$ cat src/rtl/rpd_pkg.sv
// Shared constants, field positions and types for the radius point dedup block.
package rpd_pkg;

  localparam int MAX_KEPT_DEF   = 16;
  localparam int COORD_BITS_DEF = 12;

  localparam int          RADIUS_W     = 8;
  localparam logic [7:0]  RADIUS_RESET = 8'd10;
  localparam int          R2_W         = 2 * RADIUS_W;

  // result fields, lowest bit first
  localparam int SLOT_W   = 4;
  localparam int TOTAL_W  = 5;
  localparam int OUT_W    = 16;
  localparam int ACC_POS  = 0;
  localparam int SLOT_LSB = 1;
  localparam int TOT_LSB  = SLOT_LSB + SLOT_W;
  localparam int DROP_POS = TOT_LSB + TOTAL_W;

  // status from the distance unit to the sequencer
  typedef struct packed {
    logic valid;
    logic near;
  } dist_res_t;

endpackage

$ cat src/rtl/rpd_ram.sv
// Generic simple dual-port RAM with registered read.
module rpd_ram #(
  parameter int WIDTH = 24,
  parameter int DEPTH = 16,
  localparam int AW   = (DEPTH > 1) ? $clog2(DEPTH) : 1
) (
  input  logic             clk,
  input  logic             wr_en,
  input  logic [AW-1:0]    wr_addr,
  input  logic [WIDTH-1:0] wr_data,
  input  logic             rd_en,
  input  logic [AW-1:0]    rd_addr,
  output logic [WIDTH-1:0] rd_data
);

  logic [WIDTH-1:0] mem [DEPTH];

  always_ff @(posedge clk) begin
    if (wr_en) begin
      mem[wr_addr] <= wr_data;
    end
    if (rd_en) begin
      rd_data <= mem[rd_addr];
    end
  end

endmodule

$ cat src/rtl/rpd_dist.sv
// Shared distance unit: squared distance of one kept centre against the radius.
module rpd_dist
  import rpd_pkg::*;
#(
  parameter int COORD_BITS = COORD_BITS_DEF
) (
  input  logic                  clk,
  input  logic                  rst_n,
  input  logic                  in_valid,
  input  logic [COORD_BITS-1:0] px,
  input  logic [COORD_BITS-1:0] py,
  input  logic [COORD_BITS-1:0] kx,
  input  logic [COORD_BITS-1:0] ky,
  input  logic [R2_W-1:0]       r2,
  output dist_res_t             res
);

  localparam int SQ_W  = 2 * COORD_BITS;
  localparam int SUM_W = SQ_W + 1;

  logic [COORD_BITS-1:0] dx, dy;
  logic [SQ_W-1:0]       dxw, dyw;
  logic [SQ_W-1:0]       sq_x_r, sq_y_r;
  logic                  v_r;
  logic [SUM_W-1:0]      sum;

  always_comb begin
    dx  = (px >= kx) ? (px - kx) : (kx - px);
    dy  = (py >= ky) ? (py - ky) : (ky - py);
    dxw = SQ_W'(dx);
    dyw = SQ_W'(dy);
  end

  always_ff @(posedge clk) begin
    if (!rst_n) begin
      v_r <= 1'b0;
    end else begin
      v_r <= in_valid;
    end
    sq_x_r <= dxw * dxw;
    sq_y_r <= dyw * dyw;
  end

  assign sum       = SUM_W'(sq_x_r) + SUM_W'(sq_y_r);
  assign res.valid = v_r;
  assign res.near  = (sum < SUM_W'(r2));

endmodule

$ cat src/rtl/radius_point_dedup.sv
// Top level of the radius point dedup block: sequencer, centre list and result register.
//
// Each offered centre is compared against every kept centre of the current set by one
// pipelined distance unit, one kept entry per cycle read from the centre RAM. An item
// goes through an accept step, a sweep over the kept entries (skipped for an empty
// list), a drain of the RAM read and distance pipeline, and a decision that writes
// the result register, appends an accepted centre, clears the list after the last of
// a set, and waits for a free output. in_tready is high only between items; a new
// item may be taken while the previous result still waits in the output register.
// The list needs no clearing pass: only entries below the count are ever read.
module radius_point_dedup
  import rpd_pkg::*;
#(
  parameter int MAX_KEPT   = MAX_KEPT_DEF,
  parameter int COORD_BITS = COORD_BITS_DEF,
  localparam int IN_W      = ((2 * COORD_BITS + 7) / 8) * 8
) (
  input  logic                clk,
  input  logic                rst_n,
  input  logic                in_tvalid,
  output logic                in_tready,
  input  logic [IN_W-1:0]     in_tdata,   // center_x, center_y, zero fill
  input  logic                in_tlast,   // last_of_set
  output logic                out_tvalid,
  input  logic                out_tready,
  output logic [OUT_W-1:0]    out_tdata,  // accepted, slot[4], kept_total[5], dropped_full
  input  logic                cfg_wr_en,
  input  logic [RADIUS_W-1:0] cfg_wr_data
);

  localparam int IDX_W = (MAX_KEPT > 1) ? $clog2(MAX_KEPT) : 1;
  localparam int CNT_W = $clog2(MAX_KEPT + 1);
  localparam int PT_W  = 2 * COORD_BITS;

  typedef enum logic [1:0] {S_IDLE, S_SCAN, S_DRAIN, S_DECIDE} state_t;

  state_t                state_r;
  logic [RADIUS_W-1:0]   radius_r;
  logic [R2_W-1:0]       r2_r;
  logic [COORD_BITS-1:0] x_r, y_r;
  logic                  last_r;
  logic [CNT_W-1:0]      count_r, idx_r;
  logic                  hit_r;
  logic                  rd_v_r;
  logic                  out_tvalid_r;
  logic [OUT_W-1:0]      out_tdata_r;

  logic                  in_xfer, out_free;
  logic                  full, acc;
  logic [CNT_W-1:0]      count_nxt;
  logic                  wr_en;
  logic [OUT_W-1:0]      res_word;
  logic [PT_W-1:0]       rd_data;
  dist_res_t             dist_res;

  assign in_tready  = (state_r == S_IDLE);
  assign in_xfer    = in_tvalid && in_tready;
  assign out_free   = !out_tvalid_r || out_tready;
  assign out_tvalid = out_tvalid_r;
  assign out_tdata  = out_tdata_r;

  always_comb begin
    full      = (count_r == CNT_W'(MAX_KEPT));
    acc       = !hit_r && !full;
    count_nxt = count_r + CNT_W'(acc);
    wr_en     = (state_r == S_DECIDE) && out_free && acc;
    res_word                          = '0;
    res_word[ACC_POS]                 = acc;
    res_word[TOT_LSB-1:SLOT_LSB]      = acc ? SLOT_W'(count_r) : '0;
    res_word[DROP_POS-1:TOT_LSB]      = TOTAL_W'(count_nxt);
    res_word[DROP_POS]                = !hit_r && full;
  end

  rpd_ram #(
    .WIDTH (PT_W),
    .DEPTH (MAX_KEPT)
  ) u_ram (
    .clk     (clk),
    .wr_en   (wr_en),
    .wr_addr (count_r[IDX_W-1:0]),
    .wr_data ({y_r, x_r}),
    .rd_en   (state_r == S_SCAN),
    .rd_addr (idx_r[IDX_W-1:0]),
    .rd_data (rd_data)
  );

  rpd_dist #(
    .COORD_BITS (COORD_BITS)
  ) u_dist (
    .clk      (clk),
    .rst_n    (rst_n),
    .in_valid (rd_v_r),
    .px       (x_r),
    .py       (y_r),
    .kx       (rd_data[COORD_BITS-1:0]),
    .ky       (rd_data[PT_W-1:COORD_BITS]),
    .r2       (r2_r),
    .res      (dist_res)
  );

  always_ff @(posedge clk) begin
    if (!rst_n) begin
      state_r      <= S_IDLE;
      radius_r     <= RADIUS_RESET;
      count_r      <= '0;
      idx_r        <= '0;
      hit_r        <= 1'b0;
      rd_v_r       <= 1'b0;
      out_tvalid_r <= 1'b0;
    end else begin
      if (cfg_wr_en) begin
        radius_r <= cfg_wr_data;
      end
      rd_v_r <= (state_r == S_SCAN);
      if (dist_res.valid && dist_res.near) begin
        hit_r <= 1'b1;
      end
      // the decision cycle reloads the result register itself
      if (out_tvalid_r && out_tready && state_r != S_DECIDE) begin
        out_tvalid_r <= 1'b0;
      end

      case (state_r)
        S_IDLE: begin
          if (in_xfer) begin
            hit_r   <= 1'b0;
            idx_r   <= '0;
            state_r <= (count_r == '0) ? S_DECIDE : S_SCAN;
          end
        end
        S_SCAN: begin
          idx_r <= idx_r + CNT_W'(1);
          if (idx_r == count_r - CNT_W'(1)) begin
            state_r <= S_DRAIN;
          end
        end
        S_DRAIN: begin
          // wait until the last compare has folded into hit_r
          if (!rd_v_r && !dist_res.valid) begin
            state_r <= S_DECIDE;
          end
        end
        S_DECIDE: begin
          if (out_free) begin
            out_tvalid_r <= 1'b1;
            count_r      <= last_r ? '0 : count_nxt;
            state_r      <= S_IDLE;
          end
        end
        default: begin
          state_r <= S_IDLE;
        end
      endcase
    end
  end

  // payload registers
  always_ff @(posedge clk) begin
    if (in_xfer) begin
      x_r    <= in_tdata[COORD_BITS-1:0];
      y_r    <= in_tdata[PT_W-1:COORD_BITS];
      last_r <= in_tlast;
      r2_r   <= R2_W'(radius_r) * R2_W'(radius_r);
    end
    if (state_r == S_DECIDE && out_free) begin
      out_tdata_r <= res_word;
    end
  end

endmodule

$ cat config.mk
export PLATFORM = sky130hd
export DESIGN_NAME = radius_point_dedup
export DESIGN_NICKNAME = d
export VERILOG_FILES = /design/src/rtl/rpd_pkg.sv /design/src/rtl/rpd_ram.sv /design/src/rtl/rpd_dist.sv /design/src/rtl/radius_point_dedup.sv
export SDC_FILE = /design/constraint.sdc
export NUM_CORES = 1
export LEC_CHECK = 0
export BUFFER_PORTS_ARGS = -buffer_cell sky130_fd_sc_hd__buf_2
export CORE_MARGIN = 10
export CORE_UTILIZATION = 35
export CTS_CLUSTER_DIAMETER = 150
export CTS_CLUSTER_SIZE = 25
export DETAILED_ROUTE_END_ITERATION = 12
export GPL_TIMING_DRIVEN = 0
export SLEW_MARGIN = 20
export SYNTH_ARGS = -nofsm -noshare
export SYNTH_HDL_FRONTEND = slang
export SYNTH_SLANG_ARGS = --single-unit
$ cat constraint.sdc
create_clock -name clk -period 7.1 [get_ports clk]
set_input_delay 0 -clock clk [delete_from_list [all_inputs] [get_ports clk]]
set_output_delay 0 -clock clk [all_outputs]
set_load 0.02 [all_outputs]
==> impl_metrics.py, run 1 <==
metrics = {
    "run_status": {
        "status": "finished with violations",
        "violations": "setup timing",
    },
    "routing": {
        "drt_iter0_markers": 1380,
        "via_per_inst": 5.016,
        "vias": 19080,
        "antenna_left": 0,
        "drc": 0,
        "routed_wl_um": 72970,
        "drt_pass1_iterations": 6,
        "routedWlPerCell_um": 19.18,
    },
    "worst_setup_path": {
        "cp_max_fo": 10,
        "max_stage_delay_ns": 0.52,
        "path_class": "reg2reg",
        "regToRegStartpoint": "x_r[0]",
        "cp_slowest_cell": "edfxtp_1",
        "worstSetupEndpointType": "flop",
        "critPathArrivalTime_ns": 8.25,
        "start_kind": "flop",
        "rrSetupSlack_ns": -0.65,
        "cp-endpoint": "u_dist.sq_x_r[22]",
        "critPathRequiredTime_ns": 7.60,
        "ff2ff_path_depth": 32,
        "critPathLaunch": "x_r[0]",
        "r2r_end": "u_dist.sq_x_r[22]",
    },
    "final_layout": {
        "nNetsFinal": 3082,
        "antenna_cells": 0,
        "fillers": 8005,
        "drive_gt1_share_pct": 23.30,
        "area_growth_pct": 18.65,
        "layout_common_cells": "edfxtp_1, inv_1, ha_1",
        "layout_commonest_cell": "edfxtp_1",
        "layout.cells.non_filler": 3804,
    },
    "timing": {
        "worst_pin_slew_ns": 1.008,
        "timing.hold.ws_ns": 0.05445,
        "max_slew_margin_pct": 32.78,
        "finalCritPeriodShare_pct": 109.2,
        "setup_violations": 19,
        "finalWorstSetupSlack_ns": -0.6538,
        "skew_ns": 0.02337,
        "rsz0062_at_grt": "yes",
        "setup_tns_ns": -6.952,
        "layout_min_cycle_time_ns": 7.754,
        "clock.fmax_mhz": 129.0,
        "drv_slew": 0,
        "timing.final.hold_violations": 0,
    },
    "yosys": {
        "yosys.area.top_type_share_pct": 44.03,
        "syn_avg_cell_area_sq_um": 13.41,
        "ys_ff_latch": 529,
        "ys.flop_type": "edfxtp_1",
        "syn_inst": 2335,
        "synth_top_area_cell": "edfxtp_1",
        "synth_area_leaders": "edfxtp_1, fa_1, ha_1",
        "ys.warnings.count": 0,
        "synth_cell_type_count": 78,
        "synth_edf_count": 459,
        "synth_area_sq_um": 31300,
        "synth_seq_area_share_pct": 48.51,
        "synthArstFlopShare_pct": 0,
    },
    "grt": {
        "track_usage_pct": 13.96,
        "grt-ovfl-total": 0,
        "grt_pass1_wl_um": 113000,
        "grt_max_degree": 32,
        "grt_pass1_vias": 20270,
        "antenna_found_initial": 1,
    },
    "placed_design": {
        "dp.cells": 3581,
        "place_ws_ns": -1.403,
        "gp_congestion": 0.8202,
        "port_buffers": 49,
        "dp_hpwl_um": 52320,
    },
    "cts": {
        "clkTransAtPathRegs_ns": 0.10,
        "cts_root_buf": "clkbuf_16",
        "htree_levels": 1,
        "cts_sinks": 529,
        "tritoncts": "done",
        "cts.path.max_buffers": 3,
        "numCtsBuffers": 25,
        "clock_latency_ns": 0.59,
    },
    "floorplanning": {
        "initial_utilization_pct": 35.37,
        "ioPinCount": 56,
        "dieArea_sq_um": 101800,
        "die_w_um": 319.1,
        "num_rows": 109,
        "fp.dieH_um": 319.1,
        "core_area_sq_um": 88510,
    },
    "run": {
        "max_cap_viol_count": 0,
    },
    "worst_hold_path": {
        "hp-class": "in2reg",
    },
}
## layout make-up
class                   count  area (sq um)  area share [%]
repair buffers            256          2282           6.145
plain buffers              73         455.4           1.226
well taps                1165          1458           3.925
multi-input cells        1359         15620           42.06
clock inverters             3         26.28         0.07074
clock buffers              42         689.4           1.856
inverters                 377          1425           3.837
flip-flops and latches    529         15180           40.88
## cell families after synthesis
logic type | count (synthesis) | share of synthesized area (%)
compound gates | 230 | 4.932
xor+xnor | 106 | 3.038
fa+ha+maj | 423 | 21.37
buf+inv | 451 | 5.632
flops | 529 | 48.51
mux | 151 | 9.677
other cells | 1 | 0.01198
simple gates | 444 | 6.835
## per-layer routing
layer	routed length (um)	vias to the layer above	GRT usage, %
met5	0	-	0
met4	1326	0	2.649
met3	3981	71	1.950
met2	35950	460	24.19
met1	31710	9865	18.59
li1	-	8685	-
## flip-flops by register name (all words and copies together), names as in the netlist
name / flops
count_r: 5
hit_r: 1
idx_r: 5
last_r: 1
out_tdata: 11
out_tvalid: 1
r2_r: 15
radius_r: 8
rd_v_r: 1
state_r: 2
u_dist.sq_x_r: 23
u_dist.sq_y_r: 23
u_dist.v_r: 1
u_ram.mem: 384
u_ram.rd_data: 24
x_r: 12
y_r: 12
## how the worst min path moves through the flow
| stage | start | endpoint | cells past startpoint |
|---|---|---|---|
| detailed placement | in_tdata[0] | x_r[0] | 1 |
| floorplan | in_tlast | last_r | 0 |
| global route | rst_n | radius_r[1] | 3 |
| CTS | rst_n | radius_r[1] | 3 |
| global placement | in_tdata[8] | x_r[8] | 1 |
| finish | rst_n | radius_r[1] | 3 |
## worst max-delay path: cells and delay by family (launching register included)
family	cells	cell delay [ns]
and+or+nand+nor	3	0.50
adders and majority gates	8	3.21
DFF	1	0.52
xor gates and xnor gates	1	0.15
buffers and inverters	9	0.93
AOI/OAI and AO/OA	10	2.00
muxes	1	0.36
## repair_timing
action | CTS | global route
pin swaps | 91 | 68
hold endpoints to repair | 34 | 0
cloned | 2 | 0
resized for setup | 158 | 81
endpoints found under the setup margin | 28 | 25
hold buffers | 43 | 0
buffers inserted | 94 | 43
## stage by stage
stage                     util (%)  cell area, sq um
after floorplan                  -             31530
after global placement       37.55             33240
after detailed placement     38.21             33820
after CTS                    41.20             36470
after global routing         41.96             37140
final                        41.96             37140
## synth_stat cells, types with 4 or more instances
cell type,count
o211ai_1,7
buf_2,14
o21a_1,16
and2_1,27
inv_1,376
a21boi_0,4
nand2b_1,30
nor2b_1,26
dfxtp_1,70
a31oi_1,11
mux4_2,120
edfxtp_1,459
o31ai_1,5
o21bai_1,10
or3_1,13
nand3_1,20
or2_1,7
nand2_1,67
nor3_1,24
o21ai_1,5
mux2_2,5
and3_1,4
mux2i_1,24
nor2_1,183
buf_1,12
a221oi_1,7
nand4_1,11
fa_1,186
o41ai_1,5
a211oi_1,13
a21o_1,16
clkbuf_1,37
a21oi_1,56
o21ai_0,41
xnor2_1,71
ha_1,237
or2_2,13
xor2_1,32
buf_4,8
a31o_2,5
Power of run 1 is left out: the tool's default activity adds up to more than one toggle a clock period on the data nets, which glitch-free logic cannot reach.
==> inputs of run 2 (changes only) <==
CELL_PAD_IN_SITES_DETAIL_PLACEMENT = 0   (was unset)
CELL_PAD_IN_SITES_GLOBAL_PLACEMENT = 1   (was unset)
PLACE_DENSITY_LB_ADDON = 0.1   (was unset)
==> impl_metrics.py, run 2 (synthesis gave the netlist of run 1 again) <==
metrics = {
    "final_layout": {
        "layout_commonest_cell": "edfxtp_1",
        "fin_util_pct": 41.75,
        "drive_gt1_share_pct": 23.35,
        "area_growth_pct": 18.06,
        "reg_top3": "u_ram.mem: 384 flops, u_ram.rd_data: 24 flops",
        "layout_common_cells": "edfxtp_1, inv_1, ha_1",
        "nNetsFinal": 3057,
        "largest_reg_flops": 384,
        "antenna_cells": 0,
        "top_register": "u_ram.mem",
    },
    "cts": {
        "clkTransAtPathRegs_ns": 0.10,
        "numCtsBuffers": 26,
        "cts.path.max_buffers": 3,
        "htree_levels": 1,
        "cts_sinks": 529,
        "clock_latency_ns": 0.62,
        "cts_root_buf": "clkbuf_16",
        "tritoncts": "done",
    },
    "routing": {
        "drc": 0,
        "via_per_inst": 4.867,
        "drt_pass1_iterations": 5,
        "vias": 18340,
        "antenna_left": 0,
        "routed_wl_um": 78880,
        "drt_iter0_markers": 1004,
        "routedWlPerCell_um": 20.93,
    },
    "timing": {
        "skew_ns": 0.04674,
        "timing.final.hold_violations": 0,
        "finalCritPeriodShare_pct": 113.6,
        "setup_tns_ns": -10.55,
        "clock.fmax_mhz": 124.0,
        "layout_min_cycle_time_ns": 8.065,
        "setup_violations": 21,
        "rsz0062_at_grt": "yes",
        "drv_slew": 0,
        "worst_pin_slew_ns": 1.075,
        "max_slew_margin_pct": 28.31,
        "finalWorstSetupSlack_ns": -0.9646,
    },
    "worst_setup_path": {
        "start_kind": "flop",
        "cp_max_fo": 6,
        "worstSetupEndpointType": "flop",
        "cp_top_family": "adder cells",
        "cp_common_cell": "inv_2",
        "cp_slowest_cell": "fa_2",
        "path_buf_inv": 13,
        "max_stage_delay_ns": 0.55,
        "path_class": "reg2reg",
        "critPathRequiredTime_ns": 7.63,
        "critPathArrivalTime_ns": 8.59,
    },
    "grt": {
        "met2_usage_pct": 27.60,
        "track_usage_pct": 15.43,
        "grt-ovfl-total": 0,
        "grt_max_degree": 27,
        "grt_pass1_wl_um": 120900,
        "antenna_found_initial": 3,
        "top_usage_layer": "met2",
        "grt_pass1_vias": 19750,
        "grt_use_met3_pct": 1.438,
        "grt_use_met1_pct": 20.65,
    },
    "floorplanning": {
        "dieArea_sq_um": 101800,
        "initial_utilization_pct": 35.37,
        "core_area_sq_um": 88510,
        "ioPinCount": 56,
        "num_rows": 109,
        "die_w_um": 319.1,
        "fp.dieH_um": 319.1,
    },
    "run": {
        "max_cap_viol_count": 0,
    },
    "placed_design": {
        "dp_hpwl_um": 58150,
        "gp_congestion": 0.7815,
        "port_buffers": 49,
        "place_ws_ns": -1.885,
    },
    "run_status": {
        "status": "finished with violations",
        "violations": "setup timing",
    },
    "worst_hold_path": {
        "hp-class": "in2reg",
    },
}
-- run 2: area by class of cell --
class	instances	area (sq um)
clock buffer	32	673.1
inverter	377	1433
clock inverter	4	82.58
tap	1165	1458
fill	8183	51550
sequential	529	15180
buffer	74	464.2
timing repair buffer	229	2083
multi-input combinational	1359	15580
-- run 2: worst paths after layout --
kind	start	end	slack, ns	cells past startpoint
worst max register to register	x_r[0]	u_dist.sq_x_r[21]	-0.96	37
worst max-delay path	x_r[0]	u_dist.sq_x_r[21]	-0.96	37
worst min register to register	radius_r[0]	r2_r[0]	0.45	0
worst min-delay path	cfg_wr_en	radius_r[5]	0.009	3
-- run 2: per-layer routing --
layer | up-vias | wire, um
met3 | 44 | 2218
met4 | 0 | 828
li1 | 8630 | -
met5 | - | 0
met1 | 9440 | 35690
met2 | 228 | 40140
-- run 2: timing repair --
action,4_1_cts,5_1_grt
hold buffers,40,0
cloned,2,0
pin swaps,79,76
hold endpoints to repair,35,0
setup endpoints to repair,32,26
buffers inserted,83,36
gates resized for setup,158,91
-- run 2: metrics by stage --
step                      area, sq um  hold slack (ns)  instances
final                           36960         0.008680       3769
after global placement          33240           0.1762       3553
after floorplan                 31530          0.09887       2339
after global routing            36960          0.04420       3769
after CTS                       36440        0.0006447       3739
after detailed placement        33820           0.1781       3579
-- run 2: worst register-to-register path, delay by kind of cell, from the launching register on --
| family | cells | cell delay, ns |
|---|---|---|
| adders and majority gates | 8 | 3.39 |
| AOI/OAI and AO/OA | 9 | 1.82 |
| buffers and inverters | 13 | 1.28 |
| DFF | 1 | 0.52 |
| and+or+nand+nor | 4 | 0.48 |
| xor gates and xnor gates | 2 | 0.29 |
| muxes | 1 | 0.19 |
Power of run 2 is left out for the same reason.
